[src/rtl/core/wcig_pkg.sv]
// ----------------------------------------------------------------------------
// wcig_pkg
// Shared types and constants of the cipher IV generator: cipher codes, the
// registered transaction and the formatter result.
// ----------------------------------------------------------------------------
`default_nettype none

package wcig_pkg;

  // cipher codes, codes above ccmp are invalid
  typedef enum logic [2:0] {
    CIPHER_NONE   = 3'd0,
    CIPHER_WEP40  = 3'd1,
    CIPHER_WEP104 = 3'd2,
    CIPHER_TKIP   = 3'd3,
    CIPHER_CCMP   = 3'd4
  } cipher_e;

  // counter widths
  localparam int unsigned CtrW    = 48;
  localparam int unsigned WepCtrW = 24;

  // iv lengths in bytes
  localparam logic [3:0] IvLenNone = 4'd0;
  localparam logic [3:0] IvLenWep  = 4'd4;
  localparam logic [3:0] IvLenExt  = 4'd8;

  // weak iv filter and extended iv constants
  localparam logic [7:0]         WeakMid   = 8'hFF;
  localparam logic [8:0]         WeakLow   = 9'd3;
  localparam logic [WepCtrW-1:0] WeakStep  = 24'h000100;
  localparam logic [7:0]         ExtIvBit  = 8'h20;
  localparam logic [7:0]         TkipMask  = 8'h7F;

  // one registered transaction
  typedef struct packed {
    logic            mode;
    logic [2:0]      cipher;
    logic [1:0]      key_index;
    logic [3:0]      key_len;
    logic [CtrW-1:0] load_value;
  } item_t;

  // formatter result and counter write-back
  typedef struct packed {
    logic [63:0]     iv;
    logic [3:0]      len;
    logic            drop;
    logic            wr_en;
    logic [CtrW-1:0] wr_val;
  } fmt_res_t;

endpackage

`default_nettype wire

[src/rtl/core/wcig_ctr_store.sv]
// ----------------------------------------------------------------------------
// wcig_ctr_store
// Per-slot sequence counter store with registered read, write-to-read
// forwarding and per-entry valid bits so unwritten counters read as zero.
// ----------------------------------------------------------------------------
`default_nettype none

module wcig_ctr_store #(
  parameter  int unsigned NumSlots = 8,
  localparam int unsigned IdxW     = (NumSlots > 1) ? $clog2(NumSlots) : 1
) (
  input  wire logic                              clk_i,
  input  wire logic                              rst_ni,
  input  wire logic                              rd_en_i,
  input  wire logic [IdxW-1:0]                   rd_idx_i,
  input  wire logic                              wr_en_i,
  input  wire logic [IdxW-1:0]                   wr_idx_i,
  input  wire logic [wcig_pkg::CtrW-1:0]         wr_data_i,
  output logic      [wcig_pkg::CtrW-1:0]         rd_data_o
);

  logic [wcig_pkg::CtrW-1:0] mem_q [NumSlots];
  logic [NumSlots-1:0]       vld_q;
  logic [wcig_pkg::CtrW-1:0] rd_q;
  logic                      rd_vld_q;

  // counter array write
  always_ff @(posedge clk_i) begin
    if (wr_en_i) begin
      mem_q[wr_idx_i] <= wr_data_i;
    end
  end

  // valid bits, cleared by reset
  always_ff @(posedge clk_i or negedge rst_ni) begin
    if (!rst_ni) begin
      vld_q <= '0;
    end else if (wr_en_i) begin
      vld_q[wr_idx_i] <= 1'b1;
    end
  end

  // registered read, forwarding a same-cycle write to the same slot
  always_ff @(posedge clk_i) begin
    if (rd_en_i) begin
      if (wr_en_i && (wr_idx_i == rd_idx_i)) begin
        rd_q     <= wr_data_i;
        rd_vld_q <= 1'b1;
      end else begin
        rd_q     <= mem_q[rd_idx_i];
        rd_vld_q <= vld_q[rd_idx_i];
      end
    end
  end

  assign rd_data_o = rd_vld_q ? rd_q : '0;

endmodule

`default_nettype wire

[src/rtl/core/wcig_iv_fmt.sv]
// ----------------------------------------------------------------------------
// wcig_iv_fmt
// Builds the WEP, TKIP or CCMP IV from the slot counter, applies weak IV
// skipping and computes the counter write-back (the load value in load mode).
// ----------------------------------------------------------------------------
`default_nettype none

module wcig_iv_fmt (
  input  wire wcig_pkg::item_t              item_i,
  input  wire logic [wcig_pkg::CtrW-1:0]    ctr_i,
  output wcig_pkg::fmt_res_t                res_o
);

  logic [wcig_pkg::WepCtrW-1:0] wep_s;
  logic [wcig_pkg::WepCtrW-1:0] wep_used;
  logic [7:0]                   wep_top;
  logic                         weak_iv;
  logic [7:0]                   key_byte;
  logic [wcig_pkg::CtrW-1:0]    ctr_inc;

  // weak iv detection on the low 24 counter bits
  always_comb begin
    wep_s   = ctr_i[wcig_pkg::WepCtrW-1:0];
    wep_top = wep_s[23:16];
    weak_iv = (wep_s[15:8] == wcig_pkg::WeakMid)
           && ({1'b0, wep_top} >= wcig_pkg::WeakLow)
           && ({1'b0, wep_top} < (wcig_pkg::WeakLow + {5'b0, item_i.key_len}));
    wep_used = weak_iv ? (wep_s + wcig_pkg::WeakStep) : wep_s;
    key_byte = {item_i.key_index, 6'b0} | wcig_pkg::ExtIvBit;
    ctr_inc  = ctr_i + {{(wcig_pkg::CtrW-1){1'b0}}, 1'b1};
  end

  // per-cipher iv layout and write-back
  always_comb begin
    res_o = '0;
    if (item_i.mode) begin
      res_o.wr_en  = 1'b1;
      res_o.wr_val = item_i.load_value;
    end else begin
      unique case (wcig_pkg::cipher_e'(item_i.cipher))
        wcig_pkg::CIPHER_NONE: begin
          res_o.len = wcig_pkg::IvLenNone;
        end
        wcig_pkg::CIPHER_WEP40, wcig_pkg::CIPHER_WEP104: begin
          res_o.iv     = {32'b0, item_i.key_index, 6'b0, wep_used[7:0],
                          wep_used[15:8], wep_used[23:16]};
          res_o.len    = wcig_pkg::IvLenWep;
          res_o.wr_en  = 1'b1;
          res_o.wr_val = {{(wcig_pkg::CtrW-wcig_pkg::WepCtrW){1'b0}},
                          wep_used + {{(wcig_pkg::WepCtrW-1){1'b0}}, 1'b1}};
        end
        wcig_pkg::CIPHER_TKIP: begin
          res_o.iv     = {ctr_i[47:16], key_byte, ctr_i[7:0],
                          (ctr_i[15:8] | wcig_pkg::ExtIvBit) & wcig_pkg::TkipMask,
                          ctr_i[15:8]};
          res_o.len    = wcig_pkg::IvLenExt;
          res_o.wr_en  = 1'b1;
          res_o.wr_val = ctr_inc;
        end
        wcig_pkg::CIPHER_CCMP: begin
          res_o.iv     = {ctr_i[47:16], key_byte, 8'b0, ctr_i[15:0]};
          res_o.len    = wcig_pkg::IvLenExt;
          res_o.wr_en  = 1'b1;
          res_o.wr_val = ctr_inc;
        end
        default: begin
          res_o.drop = 1'b1;
        end
      endcase
    end
  end

endmodule

`default_nettype wire

[src/rtl/core/wifi_cipher_iv_generator.sv]
// Pipeline: an accepted transaction passes the input register, then the result
// register; done_o rises in the same cycle as its result appears on the outputs.
// Throughput: one transaction per cycle; busy is never raised, and a frame on
// the same key slot as the one before is served by forwarding the counter
// write-back around the counter store's read register.
// Reset: all counters read as zero after reset via per-slot valid bits.
// ----------------------------------------------------------------------------
// wifi_cipher_iv_generator
// Transmit IV / packet number generator with one sequence counter per slot.
// ----------------------------------------------------------------------------
`default_nettype none

module wifi_cipher_iv_generator #(
  parameter int unsigned KEY_SLOTS = 8
) (
  input  wire logic        clk_i,
  input  wire logic        rst_ni,
  input  wire logic        start,
  output logic             busy,
  input  wire logic        mode_i,
  input  wire logic [2:0]  key_slot_i,
  input  wire logic [2:0]  cipher_i,
  input  wire logic [1:0]  key_index_i,
  input  wire logic [3:0]  wep_key_length_i,
  input  wire logic [47:0] load_value_i,
  output logic             done_o,
  output logic [63:0]      iv_bytes_o,
  output logic [3:0]       iv_length_o,
  output logic             drop_o
);

  localparam int unsigned SlotW = (KEY_SLOTS > 1) ? $clog2(KEY_SLOTS) : 1;

  logic                      accept;
  logic [SlotW-1:0]          slot_map [8];
  logic [SlotW-1:0]          slot_idx;
  logic                      s1_vld_q;
  wcig_pkg::item_t           s1_item_q;
  logic [SlotW-1:0]          s1_slot_q;
  logic [wcig_pkg::CtrW-1:0] ctr_rd;
  wcig_pkg::fmt_res_t        fmt_res;
  logic                      done_q;
  logic [63:0]               iv_q;
  logic [3:0]                len_q;
  logic                      drop_q;

  assign busy   = 1'b0;
  assign accept = start && !busy;

  // slot number folded into the configured slot count
  for (genvar g = 0; g < 8; g++) begin : g_slot_map
    assign slot_map[g] = SlotW'(g % KEY_SLOTS);
  end
  assign slot_idx = slot_map[key_slot_i];

  // input register
  always_ff @(posedge clk_i or negedge rst_ni) begin
    if (!rst_ni) begin
      s1_vld_q <= 1'b0;
    end else begin
      s1_vld_q <= accept;
    end
  end

  always_ff @(posedge clk_i) begin
    if (accept) begin
      s1_item_q.mode       <= mode_i;
      s1_item_q.cipher     <= cipher_i;
      s1_item_q.key_index  <= key_index_i;
      s1_item_q.key_len    <= wep_key_length_i;
      s1_item_q.load_value <= load_value_i;
      s1_slot_q            <= slot_idx;
    end
  end

  // counter store, read at accept and written back from the formatter
  wcig_ctr_store #(
    .NumSlots (KEY_SLOTS)
  ) u_ctr_store (
    .clk_i     (clk_i),
    .rst_ni    (rst_ni),
    .rd_en_i   (accept),
    .rd_idx_i  (slot_idx),
    .wr_en_i   (s1_vld_q && fmt_res.wr_en),
    .wr_idx_i  (s1_slot_q),
    .wr_data_i (fmt_res.wr_val),
    .rd_data_o (ctr_rd)
  );

  // iv formatting
  wcig_iv_fmt u_iv_fmt (
    .item_i (s1_item_q),
    .ctr_i  (ctr_rd),
    .res_o  (fmt_res)
  );

  // result register
  always_ff @(posedge clk_i or negedge rst_ni) begin
    if (!rst_ni) begin
      done_q <= 1'b0;
    end else begin
      done_q <= s1_vld_q;
    end
  end

  always_ff @(posedge clk_i) begin
    if (s1_vld_q) begin
      iv_q   <= fmt_res.iv;
      len_q  <= fmt_res.len;
      drop_q <= fmt_res.drop;
    end
  end

  assign done_o      = done_q;
  assign iv_bytes_o  = iv_q;
  assign iv_length_o = len_q;
  assign drop_o      = drop_q;

  // checks
  a_accept_to_stage : assert property (@(posedge clk_i) disable iff (!rst_ni)
    accept |=> s1_vld_q)
    else $error("accepted transaction did not reach the input register");

  a_stage_to_done : assert property (@(posedge clk_i) disable iff (!rst_ni)
    s1_vld_q |=> done_o)
    else $error("registered transaction produced no result strobe");

  a_len_legal : assert property (@(posedge clk_i) disable iff (!rst_ni)
    done_o |-> (iv_length_o == wcig_pkg::IvLenNone || iv_length_o == wcig_pkg::IvLenWep
                || iv_length_o == wcig_pkg::IvLenExt))
    else $error("illegal iv length");

  a_drop_empty : assert property (@(posedge clk_i) disable iff (!rst_ni)
    (done_o && drop_o) |-> (iv_length_o == wcig_pkg::IvLenNone && iv_bytes_o == '0))
    else $error("dropped frame carries iv bytes");

  a_forward : assert property (@(posedge clk_i) disable iff (!rst_ni)
    (s1_vld_q && fmt_res.wr_en && accept && (slot_idx == s1_slot_q))
    |=> (ctr_rd == $past(fmt_res.wr_val)))
    else $error("same-slot counter update not forwarded");

endmodule

`default_nettype wire
[config.mk]
export PLATFORM = sky130hd
export DESIGN_NAME = wifi_cipher_iv_generator
export DESIGN_NICKNAME = d
export VERILOG_FILES = /design/src/rtl/core/wcig_pkg.sv /design/src/rtl/core/wcig_ctr_store.sv /design/src/rtl/core/wcig_iv_fmt.sv /design/src/rtl/core/wifi_cipher_iv_generator.sv
export SDC_FILE = /design/constraint.sdc
export NUM_CORES = 1
export LEC_CHECK = 0
export BUFFER_PORTS_ARGS = -buffer_cell sky130_fd_sc_hd__buf_4
export CAP_MARGIN = 10
export CORE_ASPECT_RATIO = 0.9
export CORE_MARGIN = 2
export CORE_UTILIZATION = 50
export CTS_CLUSTER_SIZE = 28
export DETAILED_ROUTE_END_ITERATION = 8
export GPL_ROUTABILITY_DRIVEN = 0
export PLACE_DENSITY = 0.7
export SYNTH_ARGS = -nofsm -noshare
export SYNTH_HDL_FRONTEND = slang
export SYNTH_SLANG_ARGS = --single-unit
export TNS_END_PERCENT = 100
[constraint.sdc]
create_clock -name clk_i -period 5.8 [get_ports clk_i]
set_input_delay 1.16 -clock clk_i [delete_from_list [all_inputs] [get_ports clk_i]]
set_output_delay 1.16 -clock clk_i [all_outputs]
set_load 0.01 [all_outputs]
==> results_dict.tcl <==
set metrics [dict create \
    grt_pass1_vias 13340 \
    grt_max_degree 67 \
    die_area_mm2 0.04928 \
    synth_most_common_cell "edfxtp_1" \
    core-area_mm2 0.04673 \
    grtUsageTotal_pct 23.48 \
    cts_buffer_depth 3 \
    fin_cells 2216 \
    dr.pass1.iters 6 \
    cts_setup_buffers 0 \
    reg2reg_to "u_ctr_store.rd_q[20]" \
    fin_nets 1628 \
    fin_crit_ns 4.443 \
    grtUsageMet1_pct 34.33 \
    synth_seq_area_share_pct 71.21 \
    drv_cap 0 \
    hp-class "input port to async pin" \
    r2r_slack_ns 1.36 \
    synth_xor_area_share_pct 2.175 \
    met2_usage_pct 36.68 \
    final_layout_size_suffix_gt1_share_pct 24.31 \
    critPathRequiredTime_ns 6.15 \
    dominantRegCellSynth "edfxtp_1" \
    cts_tree "done" \
    netlist.area_leader.share_pct 70.15 \
    die_h_um 210.8 \
    yosys_register_bits 565 \
    syn_area_mm2 0.02376 \
    antenna_found_initial 0 \
    cts_inserted_buffers 55 \
    path_max_fanout 26 \
    start_util_pct 50.84 \
    yosysTopAreaCell "edfxtp_1" \
    yosys.area_share.simple_pct 7.858 \
    worstReg2RegStart "u_ctr_store.rd_vld_q" \
    synth_common_cells "edfxtp_1 (555), nand2_1 (137), mux4_2 (98), nor2_1 (64), clkbuf_1 (50)" \
    grt_pass1_wl_um 84630 \
    viasPerCell 6.151 \
    status "complete, no violations" \
    area_growth_pct 13.87 \
    crit_type "flop to flop" \
    numClockSinks 565 \
    startpoint_type "flop" \
    post-route-period-util_pct 76.61 \
    clk_pin_slew_ns 0.07 \
    grt_busiest_layer "met2" \
    wire_per_inst_um 25.71 \
    synth_top_family_by_area "multiplexers" \
    synthArstFlopShare_pct 1.770 \
    synth_adder_area_share_pct 0.4108 \
    met3_usage_pct 4.131 \
    synthCells 1422 \
    fmax_ghz 0.2251 \
    port_buffers 126 \
    grt.overflow.total 0 \
    rows 75 \
    design_area_mm2 0.02705 \
    cts_hold_buf 0 \
    max-vdd-ir-drop_v 0.0002060 \
    ys_warn_count 0 \
    final-setup-viol-count 0 \
    antenna_cells 0 \
    dpl_cell_area_mm2 0.02542 \
    fin_setup_tns_ns 0 \
    synth_compound_area_share_pct 4.224 \
    postRouteAntennaNets 0 \
    drtIter0Drc 1734 \
    p_leak_nw 9.330 \
    avgSynthCellArea_um2 16.71 \
    fin_skew_ns 0.01256 \
    dp_cells 2116 \
    synth_enable_flop_cells 555 \
    fin_util_pct 57.88 \
    synthTopCellsByArea "edfxtp_1 (70%), mux4_2 (9.3%), nand2_1 (2.2%)" \
    wl_um 56980 \
    worst_ep_arrival_time_ns 4.79 \
    crit_path_end_kind "flop" \
    cts_root_buffer "clkbuf_16" \
    vias 13630 \
    power_density_mw_per_mm2 332.3 \
    die_w_um 233.8 \
    grt_setup_unrepaired "no" \
    slew_violations 0 \
    place_hpwl_um 34800 \
    ios 135 \
    htreeDepth 2 \
    synth.area.mux_share_pct 11.98 \
    hold_violations 0 \
    relSlewSlack_pct 25.79 \
    post_cts_resized 0 \
    drc 0 \
    clock_latency_ns 0.61 \
    ys_types 72 \
    worst_pin_slew_ns 1.104 \
    reg2reg_depth 10 \
]
## worst max-delay path: stages (launching register included)
cell      delay [ns]
edfxtp_1        0.93
nand2_1         0.32
inv_1           0.20
ha_1            0.25
nand3_1         0.14
nor2_1          0.47
and3_1          0.71
nor3_1          0.16
xor2_1          0.19
a221o_1         0.47
mux2_1          0.33
## state kept, by name, summed over array words and instances, names as in the netlist
name	count
s1_vld_q	1
iv_length_o	1
iv_bytes_o	59
s1_slot_q	3
u_ctr_store.vld_q	8
done_o	1
u_ctr_store.rd_q	48
u_ctr_store.mem_q	384
s1_item_q	58
u_ctr_store.rd_vld_q	1
drop_o	1
## cells by family (layout without fill, tap and decap cells)
group | Yosys count | in the layout
DFF | 565 | 565
and+or+nand+nor | 370 | 370
muxes | 159 | 159
AOI/OAI and AO/OA | 151 | 151
buffers and inverters | 109 | 280
xor gates and xnor gates | 59 | 59
adders and majority gates | 8 | 8
other | 1 | 8
## where the power goes
| part | internal (mW) | switching (mW) |
|---|---|---|
| Sequential | 4.75 | 0.123 |
| Combinational | 0.325 | 0.531 |
| Clock | 1.80 | 1.46 |
## layer usage
metal,part of all wire (%),vias to the layer above
met5,0,-
met4,2.5,0
met3,9.0,93
met2,48,702
met1,41,6992
li1,-,5843
## how the worst max path moves through the flow
stage                                     from                       to  slack [ns]  depth (start not counted)
final                     u_ctr_store.rd_vld_q     u_ctr_store.rd_q[20]        1.36                         10
after global routing      u_ctr_store.rd_vld_q     u_ctr_store.rd_q[23]        1.11                         10
after CTS                 u_ctr_store.rd_vld_q     u_ctr_store.rd_q[28]        1.51                         10
after detailed placement  u_ctr_store.rd_vld_q     u_ctr_store.rd_q[28]        1.51                         10
after global placement    u_ctr_store.rd_vld_q     u_ctr_store.rd_q[20]        1.69                         10
after floorplan                       s1_vld_q  u_ctr_store.mem_q[6][0]        1.07                          3
## layout make-up
type	instances	area, µm²
well taps	616	770.7
clock inverters	29	153.9
fillers	3488	19680
clock buffers	71	1479
inverters	22	82.58
multi-input cells	755	6430
flip-flops and latches	565	16920
repair buffers	158	1215
## placed cells by master, fill, tap and decap left out, drive strengths merged, types with 8 or more instances in the layout
| master | Yosys | final |
|---|---|---|
| a21oi | 16 | 16 |
| a22oi | 10 | 10 |
| and2 | 10 | 10 |
| nand2 | 137 | 137 |
| nor3 | 24 | 24 |
| mux2i | 38 | 38 |
| xor2 | 25 | 25 |
| clkbuf | 50 | 71 |
| buf | 36 | 158 |
| o21ai | 55 | 55 |
| nand3 | 28 | 28 |
| mux2 | 23 | 23 |
| nor2 | 64 | 64 |
| edfxtp | 555 | 555 |
| o21a | 25 | 25 |
| clkinv | 1 | 26 |
| inv | 21 | 23 |
| a22o | 8 | 8 |
| or2 | 12 | 12 |
| mux4 | 98 | 98 |
| dfrtp | 10 | 10 |
| nor4 | 20 | 20 |
| xnor2 | 34 | 34 |
| conb | 1 | 8 |
| and3 | 28 | 28 |
| nand4 | 21 | 21 |
## metrics by stage
step | power [mW] | setup slack, ns | hold WS [ns]
after global routing | 9.292 | 1.107 | 0.3605
after global placement | 5.777 | 1.690 | 0.4460
final | 8.989 | 1.357 | 0.3770
after CTS | 9.047 | 1.513 | 0.3497
after floorplan | 5.458 | 1.067 | 0.4337
after detailed placement | 5.804 | 1.514 | 0.4553
(Power assumes the default switching activity.)
